<file path="config.mk">
export PLATFORM = sky130hd
export DESIGN_NAME = cgpg_div
export DESIGN_NICKNAME = d
export VERILOG_FILES = /design/src/rtl/core/cgpg_div.sv
export SDC_FILE = /design/constraint.sdc
export NUM_CORES = 2
export LEC_CHECK = 0
export ABC_AREA = 1
export BUFFER_PORTS_ARGS = -buffer_cell sky130_fd_sc_hd__clkbuf_2
export CAP_MARGIN = 20
export CORE_ASPECT_RATIO = 1.4
export CORE_MARGIN = 2
export CORE_UTILIZATION = 29
export CTS_CLUSTER_DIAMETER = 50
export DETAILED_ROUTE_END_ITERATION = 16
export PLACE_DENSITY_LB_ADDON = 0.08
export SYNTH_ARGS = -nofsm -noshare
export SYNTH_HDL_FRONTEND = slang
export SYNTH_SLANG_ARGS = --single-unit
</file>
<file path="constraint.sdc">
create_clock -name i_clk -period 2.8 [get_ports i_clk]
set_input_delay 0.42 -clock i_clk [delete_from_list [all_inputs] [get_ports i_clk]]
set_output_delay 0.42 -clock i_clk [all_outputs]
set_load 0.02 [all_outputs]
</file>
<file path="src/rtl/core/cgpg_div.sv">
`timescale 1ns / 1ps
// ----------------------------------------------------------------------------
// cgpg_div
// Pipelined restoring divider for unsigned operands. Each stage resolves one
// quotient bit.
// ----------------------------------------------------------------------------
module cgpg_div #(
    parameter int NUM_W  = 32,
    parameter int DEN_W  = 16,
    parameter int SIDE_W = 1
) (
    input  logic              i_clk,
    input  logic              i_en,
    input  logic [NUM_W-1:0]  i_num,
    input  logic [DEN_W-1:0]  i_den,
    input  logic [SIDE_W-1:0] i_side,
    output logic [NUM_W-1:0]  o_quo,
    output logic              o_rem_nz,
    output logic [SIDE_W-1:0] o_side
);

    logic [NUM_W-1:0]  r_nq   [NUM_W];
    logic [DEN_W-1:0]  r_rem  [NUM_W];
    logic [DEN_W-1:0]  r_den  [NUM_W];
    logic [SIDE_W-1:0] r_side [NUM_W];

    for (genvar s = 0; s < NUM_W; s++) begin : g_stage
        logic [NUM_W-1:0]  nq_in;
        logic [DEN_W-1:0]  rem_in;
        logic [DEN_W-1:0]  den_in;
        logic [SIDE_W-1:0] side_in;
        logic [DEN_W:0]    trial;
        logic [DEN_W:0]    diff;
        logic              ge;

        if (s == 0) begin : g_first
            assign nq_in   = i_num;
            assign rem_in  = '0;
            assign den_in  = i_den;
            assign side_in = i_side;
        end else begin : g_next
            assign nq_in   = r_nq[s-1];
            assign rem_in  = r_rem[s-1];
            assign den_in  = r_den[s-1];
            assign side_in = r_side[s-1];
        end

        assign trial = {rem_in, nq_in[NUM_W-1]};
        assign diff  = trial - {1'b0, den_in};
        assign ge    = trial >= {1'b0, den_in};

        always_ff @(posedge i_clk) begin
            if (i_en) begin
                r_nq[s]   <= {nq_in[NUM_W-2:0], ge};
                r_rem[s]  <= ge ? diff[DEN_W-1:0] : trial[DEN_W-1:0];
                r_den[s]  <= den_in;
                r_side[s] <= side_in;
            end
        end
    end

    assign o_quo    = r_nq[NUM_W-1];
    assign o_rem_nz = |r_rem[NUM_W-1];
    assign o_side   = r_side[NUM_W-1];

endmodule

</file>
==> results_dict.tcl <==
set metrics [dict create \
    reg2reg_from "r_den[17][7]" \
    grt_pass1_vias 73402 \
    area_growth_pct 17.0 \
    fin_nets 11803 \
    min_path_type "input pin to flip-flop" \
    synthDominantCellAreaShare 0.595 \
    finalCriticalPeriod_ns 2.57 \
    drv_cap 0 \
    leakage_nw 56.4 \
    hp-start "i_num[7]" \
    routed-wl-met3_um 8530 \
    crit_family "simple AND/OR/NAND/NOR gates" \
    drc 0 \
    top_layer_used "met4" \
    fin_tns_setup_ns 0 \
    synthCells 10720 \
    rr_endpoint "r_rem[4][37]" \
    initial_utilization 0.291 \
    arrival_ns 3.23 \
    clock_sinks 2064 \
    crit_path_end_kind "flip-flop" \
    grt_util_all_layers 0.158 \
    rows 260 \
    synth_ff_type "edfxtp_1" \
    crit_type "flip-flop to flip-flop" \
    cts_tree "yes" \
    yosysMostFrequentCell "nand2_1" \
    crit_required_ns 3.47 \
    synth_commonest_cells "nand2_1, edfxtp_1, inv_1" \
    clk_path_buf_depth 4 \
    final_core_util 0.340 \
    portBuffers 84 \
    postRouteAntennaNets 0 \
    path_cells "inv_1 > ha_1 > nand2_1 > inv_1 > nand2_1 > nor2_1 > nand2_1 > nor2_1 > nor2_1 > nand2_2 > inv_1 > nand2_1 > nand2_1" \
    fp.dieH_um 713 \
    crit_fanout 14 \
    slowest_stage "edfxtp_1" \
    ys_seq_area_frac 0.595 \
    yosysTopAreaCell "edfxtp_1" \
    synth_edf_count 2064 \
    firstDrtPassIters 6 \
    overflow 0 \
    hold_depth 2 \
    io-pin-count 85 \
    numCtsBuffers 292 \
    crit_start "r_den[17][7]" \
    cpPeakStageDelay_ns 0.46 \
    cpMostUsedCell "nand2_1" \
    power_density_nw_per_um2 1080 \
    clock_latency_ns 0.93 \
    yosys_register_bits 2064 \
    coreArea_um2 358000 \
    outcome "complete, no violations" \
    die_w_um 511 \
    pre_cts_slack_ns 0.202 \
    fin_ws_ns 0.234 \
    vias_per_cell 4.37 \
    post-cts-setup-buffers 0 \
    vdd_ir_drop_max_mv 0.476 \
    tightest_slew_ns 0.640 \
    finalMaxSlewViolations 0 \
    hold_violations 0 \
    ys_types 41 \
    syn_area_per_cell_um2 9.72 \
    finalSetupViolCount 0 \
    place.detailed.hpwl_um 225000 \
    holdPathEnd "r_nq[0][8]" \
    vias 70755 \
    final_area_um2 122000 \
    wl_per_cell_um 18.0 \
    crit_path_start_kind "flip-flop" \
    synthTopCellsByArea "edfxtp_1, nand2_1, inv_1" \
    critPathBufInv 3 \
    clkTransAtPathRegs_ns 0.06 \
    cts_root_buf "clkbuf_16" \
    met2_length_um 162000 \
    rsz0062_at_grt "false" \
    wirelength_um 292000 \
    synth_fp_nets 11300 \
    antenna_found_initial 6 \
    syn-cell-area_um2 104000 \
    async_flop_share 0 \
    drive_above_1_share 0.0813 \
    grt_max_degree 93 \
    fin_skew_ns 0.0415 \
    wirelength_met1_um 109000 \
    htreeDepth 5 \
    gp_congestion 0.861 \
    drt_iter0_markers 3706 \
    die_area_um2 364000 \
    ys_warn_count 0 \
    maxSlewHeadroom 0.574 \
    worstRegToRegCells 13 \
    grt_pass1_wl_um 441000 \
    r2r_slack_ns 0.23 \
    fmax_mhz 390 \
    fin_crit_sh 0.917 \
    place_area_um2 112000 \
]
## metrics by stage
| stage | std cells | hold WS [ns] | total power [mW] |
|---|---|---|---|
| 4_1_cts | 16177 | 0.0990 | 134 |
| 2_1_floorplan | 10720 | 0.400 | 79.2 |
| 6_report | 16181 | 0.211 | 131 |
| 3_3_place_gp | 15595 | 0.400 | 95.6 |
| 3_5_place_dp | 15595 | 0.405 | 95.3 |
| 5_1_grt | 16181 | 0.161 | 141 |
## kinds of logic (layout without fill, tap and decap cells)
| logic type | Yosys count | after routing | share of synthesized area |
|---|---|---|---|
| other | 0 | 4 | 0 |
| buffers and inverters | 2077 | 2818 | 0.0795 |
| AO/OA/AOI/OAI | 342 | 342 | 0.0178 |
| adder cells (fa/ha/maj) | 529 | 529 | 0.0658 |
| AND/OR/NAND/NOR | 5517 | 5517 | 0.226 |
| XOR/XNOR | 191 | 191 | 0.0161 |
| flip-flops | 2064 | 2064 | 0.595 |
## repair_timing
action / in CTS / in global routing
hold endpoints to repair: 74 / 0
endpoints found under the setup margin: 1 / 0
hold buffers: 50 / 0
resized for setup: 1 / 0
## worst max-delay path by stage
stage                        end  slack (ns)  depth (start not counted)
floorplan           r_rem[2][24]        0.88                          9
global placement    r_rem[4][37]        0.17                         13
detailed placement  r_rem[4][37]        0.20                         12
CTS                     o_rem_nz        0.06                          3
global route        r_rem[4][37]        0.07                         13
finish              r_rem[4][37]        0.23                         13
## power breakdown
| group | internal, mW | switching (mW) | leakage (nW) | total, mW |
|---|---|---|---|---|
| combinational | 15.9 | 32.0 | 31.5 | 47.9 |
| clock | 21.8 | 15.3 | 4.68 | 37.1 |
| sequential | 41.9 | 4.16 | 20.2 | 46.1 |
| total | 79.6 | 51.4 | 56.4 | 131 |
## cell type report
class,count,area [um^2]
Tap cell,4716,5900
Multi-Input combinational cell,6579,33900
Clock buffer,329,7490
Timing Repair Buffer,321,2900
Clock inverter,203,2250
Fill cell,36353,236000
Antenna cell,4,10.0
Sequential cell,2064,62000
Inverter,1965,7380
## cell usage in the layout (no fill, tap or decap), types with 27 or more instances in the layout
cell	Yosys	final
and2_1	30	30
edfxtp_1	2064	2064
inv_1	1960	1960
buf_4	17	142
nor2_1	388	388
nand3_1	811	811
nand4_1	138	138
fa_1	31	31
a21oi_1	270	270
clkinv_1	0	35
nand3b_1	71	71
buf_12	4	46
dlygate4sd3_1	0	50
nor2_4	27	27
xnor2_1	44	44
nand2_1	3789	3789
clkbuf_1	0	35
clkbuf_2	12	83
nand2_2	50	50
clkbuf_16	0	294
nor3_1	80	80
inv_6	0	35
xor2_1	147	147
ha_1	498	498
## worst reg2reg max path, stage by stage (launching register included)
cell and delay, ns:
edfxtp_1 0.46, inv_1 0.08, ha_1 0.34, nand2_1 0.06
inv_1 0.11, nand2_1 0.09, nor2_1 0.17, nand2_1 0.07
nor2_1 0.25, nor2_1 0.09, nand2_2 0.07, inv_1 0.26
nand2_1 0.17, nand2_1 0.08
## sequential cells by signal, summed over array words and instances (netlist names)
signal	cells
r_rem	512
r_nq	1024
r_side	32
r_den	496
## metal layers
layer	up-vias	GRT usage
li1	35827	-
met1	33348	0.167
met2	1085	0.312
met3	495	0.0201
met4	0	0.0593
met5	-	0
Note: power is estimated with default switching activity, not from simulation.
