$ cat config.mk
export PLATFORM = sky130hd
export DESIGN_NAME = cgpg_front
export DESIGN_NICKNAME = d
export VERILOG_FILES = /design/src/rtl/core/cgpg_pkg.sv /design/src/rtl/core/cgpg_front.sv
export SDC_FILE = /design/constraint.sdc
export NUM_CORES = 2
export LEC_CHECK = 0
export ABC_AREA = 1
export BUFFER_PORTS_ARGS = -buffer_cell sky130_fd_sc_hd__buf_2
export CAP_MARGIN = 10
export CELL_PAD_IN_SITES_DETAIL_PLACEMENT = 1
export CELL_PAD_IN_SITES_GLOBAL_PLACEMENT = 1
export CORE_ASPECT_RATIO = 1.4
export CORE_MARGIN = 2
export CORE_UTILIZATION = 43
export DETAILED_ROUTE_END_ITERATION = 12
export PLACE_DENSITY = 0.9
export SLEW_MARGIN = 20
export SYNTH_ARGS = -nofsm -noshare
export SYNTH_HDL_FRONTEND = slang
export SYNTH_SLANG_ARGS = --single-unit
$ cat constraint.sdc
create_clock -name i_clk -period 9 [get_ports i_clk]
set_input_delay 1.8 -clock i_clk [delete_from_list [all_inputs] [get_ports i_clk]]
set_output_delay 1.8 -clock i_clk [all_outputs]
set_load 0.01 [all_outputs]
$ cat src/rtl/core/cgpg_pkg.sv
`timescale 1ns / 1ps
// ----------------------------------------------------------------------------
// cgpg_pkg
// Shared types, constants and helper functions of the cylindrical grid point
// generator core.
// ----------------------------------------------------------------------------
package cgpg_pkg;

    localparam int MAX_POINTS    = 4096;
    localparam int FRACTION_BITS = 8;

    localparam int CFG_W      = 16;
    localparam int CNT_W      = 13;
    localparam int IDX_W      = 12;
    localparam int POS_W      = 24;
    localparam int CFG_ADDR_W = 3;

    typedef enum logic [CFG_ADDR_W-1:0] {
        CFG_INNER_DIAMETER  = 3'd0,
        CFG_OUTER_DIAMETER  = 3'd1,
        CFG_CYLINDER_HEIGHT = 3'd2,
        CFG_CIRCLE_POINTS   = 3'd3,
        CFG_RADIAL_POINTS   = 3'd4,
        CFG_HEIGHT_POINTS   = 3'd5
    } t_cfg_addr;

    typedef enum logic [1:0] {
        QUAD_I   = 2'd0,
        QUAD_II  = 2'd1,
        QUAD_III = 2'd2,
        QUAD_IV  = 2'd3
    } t_quad;

    localparam int CORDIC_STEPS = 24;
    localparam int CORD_W       = 32;
    localparam int PHASE_W      = 32;
    localparam logic signed [CORD_W-1:0] CORDIC_GAIN = 32'sd652032874;

    localparam logic [PHASE_W-1:0] ATAN_TURNS [CORDIC_STEPS] = '{
        32'h20000000, 32'h12E4051E, 32'h09FB385B, 32'h051111D4,
        32'h028B0D43, 32'h0145D7E1, 32'h00A2F61E, 32'h00517C55,
        32'h0028BE53, 32'h00145F2F, 32'h000A2F98, 32'h000517CC,
        32'h00028BE6, 32'h000145F3, 32'h0000A2FA, 32'h0000517D,
        32'h000028BE, 32'h0000145F, 32'h00000A30, 32'h00000518,
        32'h0000028C, 32'h00000146, 32'h000000A3, 32'h00000051
    };

    localparam int PRD_W   = CFG_W + CNT_W;
    localparam int STEP_W  = CFG_W + CNT_W + 2;
    localparam int A_W     = PRD_W + 3;
    localparam int R_NUM_W = 31 + FRACTION_BITS;
    localparam int R_DEN_W = CNT_W + 2;
    localparam int P_NUM_W = IDX_W + PHASE_W;
    localparam int P_DEN_W = CNT_W;
    localparam int Z_NUM_W = PRD_W + 1 + FRACTION_BITS;
    localparam int Z_DEN_W = CNT_W + 1;
    localparam int RAD_W   = 33;
    localparam int PROD_W  = RAD_W + CORD_W;

    localparam logic [RAD_W-1:0] RADIUS_LIMIT = 33'h0FFFFFFFF;
    localparam logic signed [PROD_W-1:0] S24_MAX = 8388607;
    localparam logic signed [PROD_W-1:0] S24_MIN = -8388608;
    localparam logic [Z_NUM_W-1:0] U24_MAX = Z_NUM_W'(24'hFFFFFF);
    localparam logic signed [PROD_W-1:0] ROUND_HALF = PROD_W'(64'h20000000);

    localparam int LAT_FRONT  = 2;
    localparam int LAT_CORD   = CORDIC_STEPS + 1;
    localparam int T_CORD     = LAT_FRONT + P_NUM_W + LAT_CORD;
    localparam int PIPE_DEPTH = T_CORD + 2;
    localparam int R_DLY      = T_CORD - (LAT_FRONT + R_NUM_W + 1);
    localparam int Z_DLY      = PIPE_DEPTH - (LAT_FRONT + Z_NUM_W);

    typedef struct packed {
        logic [IDX_W-1:0] height_index;
        logic [IDX_W-1:0] radial_index;
        logic [IDX_W-1:0] angle_index;
    } t_in_item;

    typedef struct packed {
        logic signed [POS_W-1:0] x_pos;
        logic signed [POS_W-1:0] y_pos;
        logic [POS_W-1:0]        z_pos;
    } t_out_item;

    typedef struct packed {
        logic [CFG_W-1:0] inner_diameter;
        logic [CFG_W-1:0] outer_diameter;
        logic [CFG_W-1:0] cylinder_height;
        logic [CNT_W-1:0] circle_cnt;
        logic [CNT_W-1:0] radial_cnt;
        logic [CNT_W-1:0] height_cnt;
    } t_cfg;

    function automatic logic [CNT_W-1:0] count_of(input logic [CNT_W-1:0] v);
        logic [CNT_W-1:0] res;
        if (v == '0) begin
            res = CNT_W'(1);
        end else if (32'(v) > MAX_POINTS) begin
            res = CNT_W'(MAX_POINTS);
        end else begin
            res = v;
        end
        return res;
    endfunction

    function automatic logic signed [POS_W-1:0] sat_s24(input logic signed [PROD_W-1:0] v);
        logic signed [PROD_W-1:0] c;
        if (v > S24_MAX) begin
            c = S24_MAX;
        end else if (v < S24_MIN) begin
            c = S24_MIN;
        end else begin
            c = v;
        end
        return c[POS_W-1:0];
    endfunction

    function automatic logic [POS_W-1:0] sat_u24(input logic [Z_NUM_W-1:0] v);
        logic [POS_W-1:0] res;
        if (v > U24_MAX) begin
            res = '1;
        end else begin
            res = v[POS_W-1:0];
        end
        return res;
    endfunction

endpackage

$ cat src/rtl/core/cgpg_front.sv
`timescale 1ns / 1ps
// ----------------------------------------------------------------------------
// cgpg_front
// Two stage front end that forms the dividends and divisors of the radius,
// phase and height quotients from an index triple and the configuration.
// ----------------------------------------------------------------------------
module cgpg_front (
    input  logic                                i_clk,
    input  logic                                i_en,
    input  cgpg_pkg::t_in_item                  i_item,
    input  cgpg_pkg::t_cfg                      i_cfg,
    output logic [cgpg_pkg::R_NUM_W-1:0]        o_r_mag,
    output logic                                o_r_neg,
    output logic [cgpg_pkg::R_DEN_W-1:0]        o_r_den,
    output logic [cgpg_pkg::P_NUM_W-1:0]        o_p_num,
    output logic [cgpg_pkg::P_DEN_W-1:0]        o_p_den,
    output logic [cgpg_pkg::Z_NUM_W-1:0]        o_z_num,
    output logic [cgpg_pkg::Z_DEN_W-1:0]        o_z_den
);

    localparam int PRD_W  = cgpg_pkg::PRD_W;
    localparam int STEP_W = cgpg_pkg::STEP_W;
    localparam int A_W    = cgpg_pkg::A_W;
    localparam int RN_W   = cgpg_pkg::R_NUM_W + 1;
    localparam int ZN_W   = cgpg_pkg::Z_NUM_W;
    localparam int CNT_W  = cgpg_pkg::CNT_W;
    localparam int CFG_W  = cgpg_pkg::CFG_W;
    localparam int FB     = cgpg_pkg::FRACTION_BITS;

    logic [PRD_W-1:0]              r_prod_in;
    logic signed [STEP_W-1:0]      r_prod_step;
    logic [PRD_W-1:0]              r_prod_z;
    logic [CNT_W-1:0]              r_rp;
    logic [CNT_W-1:0]              r_hp;
    logic [cgpg_pkg::P_NUM_W-1:0]  r_p_num1;
    logic [cgpg_pkg::P_DEN_W-1:0]  r_p_den1;

    logic signed [CFG_W:0]         w_diff;
    logic [CNT_W-1:0]              w_odd_r;
    logic [CNT_W-1:0]              w_odd_z;
    logic signed [A_W-1:0]         w_a;
    logic signed [RN_W-1:0]        w_rn;
    logic signed [RN_W-1:0]        w_rabs;
    logic [ZN_W-1:0]               w_zn;

    logic [cgpg_pkg::R_NUM_W-1:0]  r_r_mag;
    logic                          r_r_neg;
    logic [cgpg_pkg::R_DEN_W-1:0]  r_r_den;
    logic [cgpg_pkg::P_NUM_W-1:0]  r_p_num;
    logic [cgpg_pkg::P_DEN_W-1:0]  r_p_den;
    logic [ZN_W-1:0]               r_z_num;
    logic [cgpg_pkg::Z_DEN_W-1:0]  r_z_den;

    assign w_diff  = $signed({1'b0, i_cfg.outer_diameter}) - $signed({1'b0, i_cfg.inner_diameter});
    assign w_odd_r = {i_item.radial_index, 1'b1};
    assign w_odd_z = {i_item.height_index, 1'b1};

    always_ff @(posedge i_clk) begin
        if (i_en) begin
            r_prod_in   <= PRD_W'(i_cfg.inner_diameter * i_cfg.radial_cnt);
            r_prod_step <= STEP_W'(w_diff * $signed({1'b0, w_odd_r}));
            r_prod_z    <= PRD_W'(i_cfg.cylinder_height * w_odd_z);
            r_rp        <= i_cfg.radial_cnt;
            r_hp        <= i_cfg.height_cnt;
            r_p_num1    <= {i_item.angle_index, cgpg_pkg::PHASE_W'(i_cfg.circle_cnt >> 1)};
            r_p_den1    <= i_cfg.circle_cnt;
        end
    end

    assign w_a    = $signed({2'b00, r_prod_in, 1'b0}) + A_W'(r_prod_step);
    assign w_rn   = (RN_W'(w_a) <<< FB) + $signed(RN_W'({r_rp, 1'b0}));
    assign w_rabs = w_rn[RN_W-1] ? -w_rn : w_rn;
    assign w_zn   = (ZN_W'(r_prod_z) << FB) + ZN_W'(r_hp);

    always_ff @(posedge i_clk) begin
        if (i_en) begin
            r_r_mag <= w_rabs[RN_W-2:0];
            r_r_neg <= w_rn[RN_W-1];
            r_r_den <= {r_rp, 2'b00};
            r_p_num <= r_p_num1;
            r_p_den <= r_p_den1;
            r_z_num <= w_zn;
            r_z_den <= {r_hp, 1'b0};
        end
    end

    assign o_r_mag = r_r_mag;
    assign o_r_neg = r_r_neg;
    assign o_r_den = r_r_den;
    assign o_p_num = r_p_num;
    assign o_p_den = r_p_den;
    assign o_z_num = r_z_num;
    assign o_z_den = r_z_den;

endmodule

==> flow_metrics.tcl <==
set metrics [dict create \
    grt_overflow 0 \
    most-common-layout-cells "nand2_1 (1001), inv_1 (865), fa_1 (523)" \
    finalWeightedCongestion 0.916 \
    place_area_mm2 0.0380 \
    synth_top_cell_area_share 0.300 \
    cp_max_fo 5 \
    ys_warn_count 0 \
    hold_viol 0 \
    skew_ps 43.4 \
    timing.final.crit_period_ps 9040 \
    num_rows 123 \
    setup_violations 2 \
    start_util 0.435 \
    end_kind "register" \
    max_stage_delay_ps 630 \
    status "finished, violations left" \
    synthToLayoutAreaGrowth_pct 11.4 \
    wl_per_cell_um 23.0 \
    cp_slowest_cell "fa_1" \
    drv_slew 0 \
    worstPathArrival_ps 9390 \
    ys_seq_area_frac 0.222 \
    postCtsHoldBufs 0 \
    drt_first_pass_iters 5 \
    fin_area_mm2 0.0391 \
    clock_sinks 259 \
    synthArstFlopShare 0 \
    grt_pass1_wl_um 191000 \
    via_per_inst 5.49 \
    cts_tree "done" \
    maxCapViolCount 0 \
    required_ps 9350 \
    h-tree-depth 1 \
    crit_type "in2reg" \
    synth-edff-count 259 \
    drt-total-wl_um 124000 \
    ys.flop_type "edfxtp_1" \
    hold_depth 0 \
    synth.avg_cell_area_um2 8.73 \
    synth.top_cells.by_area "fa_1 (30%), edfxtp_1 (22%), nand2_1 (11%), ha_1 (10%), inv_1 (9.3%)" \
    nNetsFinal 5244 \
    fin_tns_setup_ps -54.2 \
    crit-reg2reg-launch "r_prod_step[1]$_DFFE_PP_" \
    period_share 1.00 \
    synthesis.area_mm2 0.0351 \
    syn_inst 4018 \
    clkTransAtPathRegs_ps 70 \
    cts_root_buf "clkbuf_16" \
    final_core_util 0.485 \
    ff2ff_path_depth 25 \
    min_from "r_p_num1[43]$_DFFE_PP_" \
    drt-initial-drc-count 1737 \
    grt_max_degree 110 \
    slew_headroom 0.257 \
    cpMostUsedCell "fa_1" \
    reg2reg_to "o_r_mag[38]$_DFFE_PP_" \
    antenna_found_initial 4 \
    grt_pass1_vias 34403 \
    ys_types 57 \
    port_buffers 264 \
    final_common_cell "nand2_1" \
    tightest_slew_ps 1100 \
    r2r_slack_ps 4580 \
    numCtsBuffers 27 \
    violations "negative setup slack" \
    nFillCells 9489 \
    postRouteAntennaNets 0 \
    dp_hpwl_um 95800 \
    drc 0 \
    cp-start-kind "input pin" \
    setup_ws_ps -44.5 \
    clk_path_buf_depth 3 \
    place_ws_ps -741 \
    hold_path_end "o_p_num[43]$_DFFE_PP_" \
    io_pins 289 \
    fmax_ghz 0.111 \
    drive_gt1_frac 0.140 \
    die_y_um 342 \
    vias 29628 \
    grt.total_usage 0.296 \
    dieArea_mm2 0.0839 \
    yosysTopAreaCell "fa_1" \
    die_w_um 245 \
    worstSkewPairLatency_ps 630 \
    coreArea_mm2 0.0806 \
    hold_path_class "reg2reg" \
    ys_seq_elements 259 \
]
-- layout make-up --
type / count / area, um^2 / area share
multi-input cells: 2730 / 23300 / 0.597
clock inverters: 23 / 244 / 0.00624
repair buffers: 392 / 2300 / 0.0590
inverters: 903 / 3400 / 0.0870
clock buffers: 27 / 676 / 0.0173
well taps: 1062 / 1330 / 0.0340
diodes: 4 / 10.0 / 0.000256
flip-flops and latches: 259 / 7780 / 0.199
-- critical path, delay by kind of cell --
| kind | cells | cell delay [ps] |
|---|---|---|
| simple gates | 6 | 700 |
| fa+ha+maj | 9 | 4030 |
| xor+xnor | 2 | 230 |
| compound gates | 12 | 1930 |
| buf+inv | 8 | 690 |
-- routing by layer --
metal | track usage | wire length [um]
met3 | 0.0443 | 8140
met2 | 0.561 | 65800
met1 | 0.291 | 39800
met4 | 0.209 | 10300
met5 | 0 | 13
-- repair_timing --
item	in CTS	in global routing
pin swaps	0	11
endpoints found under the setup margin	1	12
hold endpoints to repair	0	0
setup buffers	0	4
resized for setup	1	28
-- kinds of logic (layout without fill, tap and decap cells) --
| group | after synthesis | after routing | synth area share |
|---|---|---|---|
| AND/OR/NAND/NOR | 1507 | 1507 | 0.182 |
| XOR/XNOR | 159 | 159 | 0.0403 |
| buffers and inverters | 1052 | 1345 | 0.118 |
| flip-flops | 259 | 259 | 0.222 |
| adder cells (fa/ha/maj) | 806 | 806 | 0.400 |
| other | 1 | 28 | 0.000107 |
| AO/OA/AOI/OAI | 234 | 234 | 0.0374 |
-- cells in the mapped netlist (10+ instances only) --
master / number
a21oi_1: 135
buf_4: 46
clkbuf_1: 99
clkinv_1: 10
edfxtp_1: 259
fa_1: 525
ha_1: 281
inv_1: 866
inv_2: 26
nand2_1: 1003
nand2_2: 41
nand3_1: 116
nand3_2: 13
nand4_1: 19
nor2_1: 234
nor2_2: 20
nor3_1: 15
o21ai_0: 42
o21bai_1: 10
xnor2_1: 54
xor2_1: 102
-- worst max-delay path by stage --
stage | start | to | slack, ps | depth (start not counted)
5_1_grt | i_cfg[55] | r_prod_step[27]$_DFFE_PP_ | -250 | 37
2_1_floorplan | i_cfg[55] | r_prod_step[27]$_DFFE_PP_ | 20 | 34
4_1_cts | i_cfg[55] | r_prod_step[27]$_DFFE_PP_ | 40 | 36
6_report | i_cfg[55] | r_prod_step[27]$_DFFE_PP_ | -40 | 37
3_3_place_gp | i_cfg[55] | r_prod_step[27]$_DFFE_PP_ | -300 | 37
3_5_place_dp | i_cfg[55] | r_prod_step[27]$_DFFE_PP_ | -740 | 36
-- flip-flops by register name (all words and copies together) (netlist names) --
name / count
o_p_den: 12
o_p_num: 13
o_r_den: 13
o_r_mag: 37
o_r_neg: 1
o_z_den: 5
o_z_num: 38
r_hp: 13
r_p_den1: 12
r_p_num1: 13
r_prod_in: 29
r_prod_step: 31
r_prod_z: 29
r_rp: 13
-- per-stage QoR --
stage | instances | hold WS [ps]
after global placement | 5342 | 401
after global routing | 5396 | 427
final | 5400 | 419
after detailed placement | 5342 | 409
after floorplan | 4041 | 400
after CTS | 5392 | 423
Power is not shown: default switching activity piles up to over one toggle a cycle in this logic, so the estimate is an artifact.
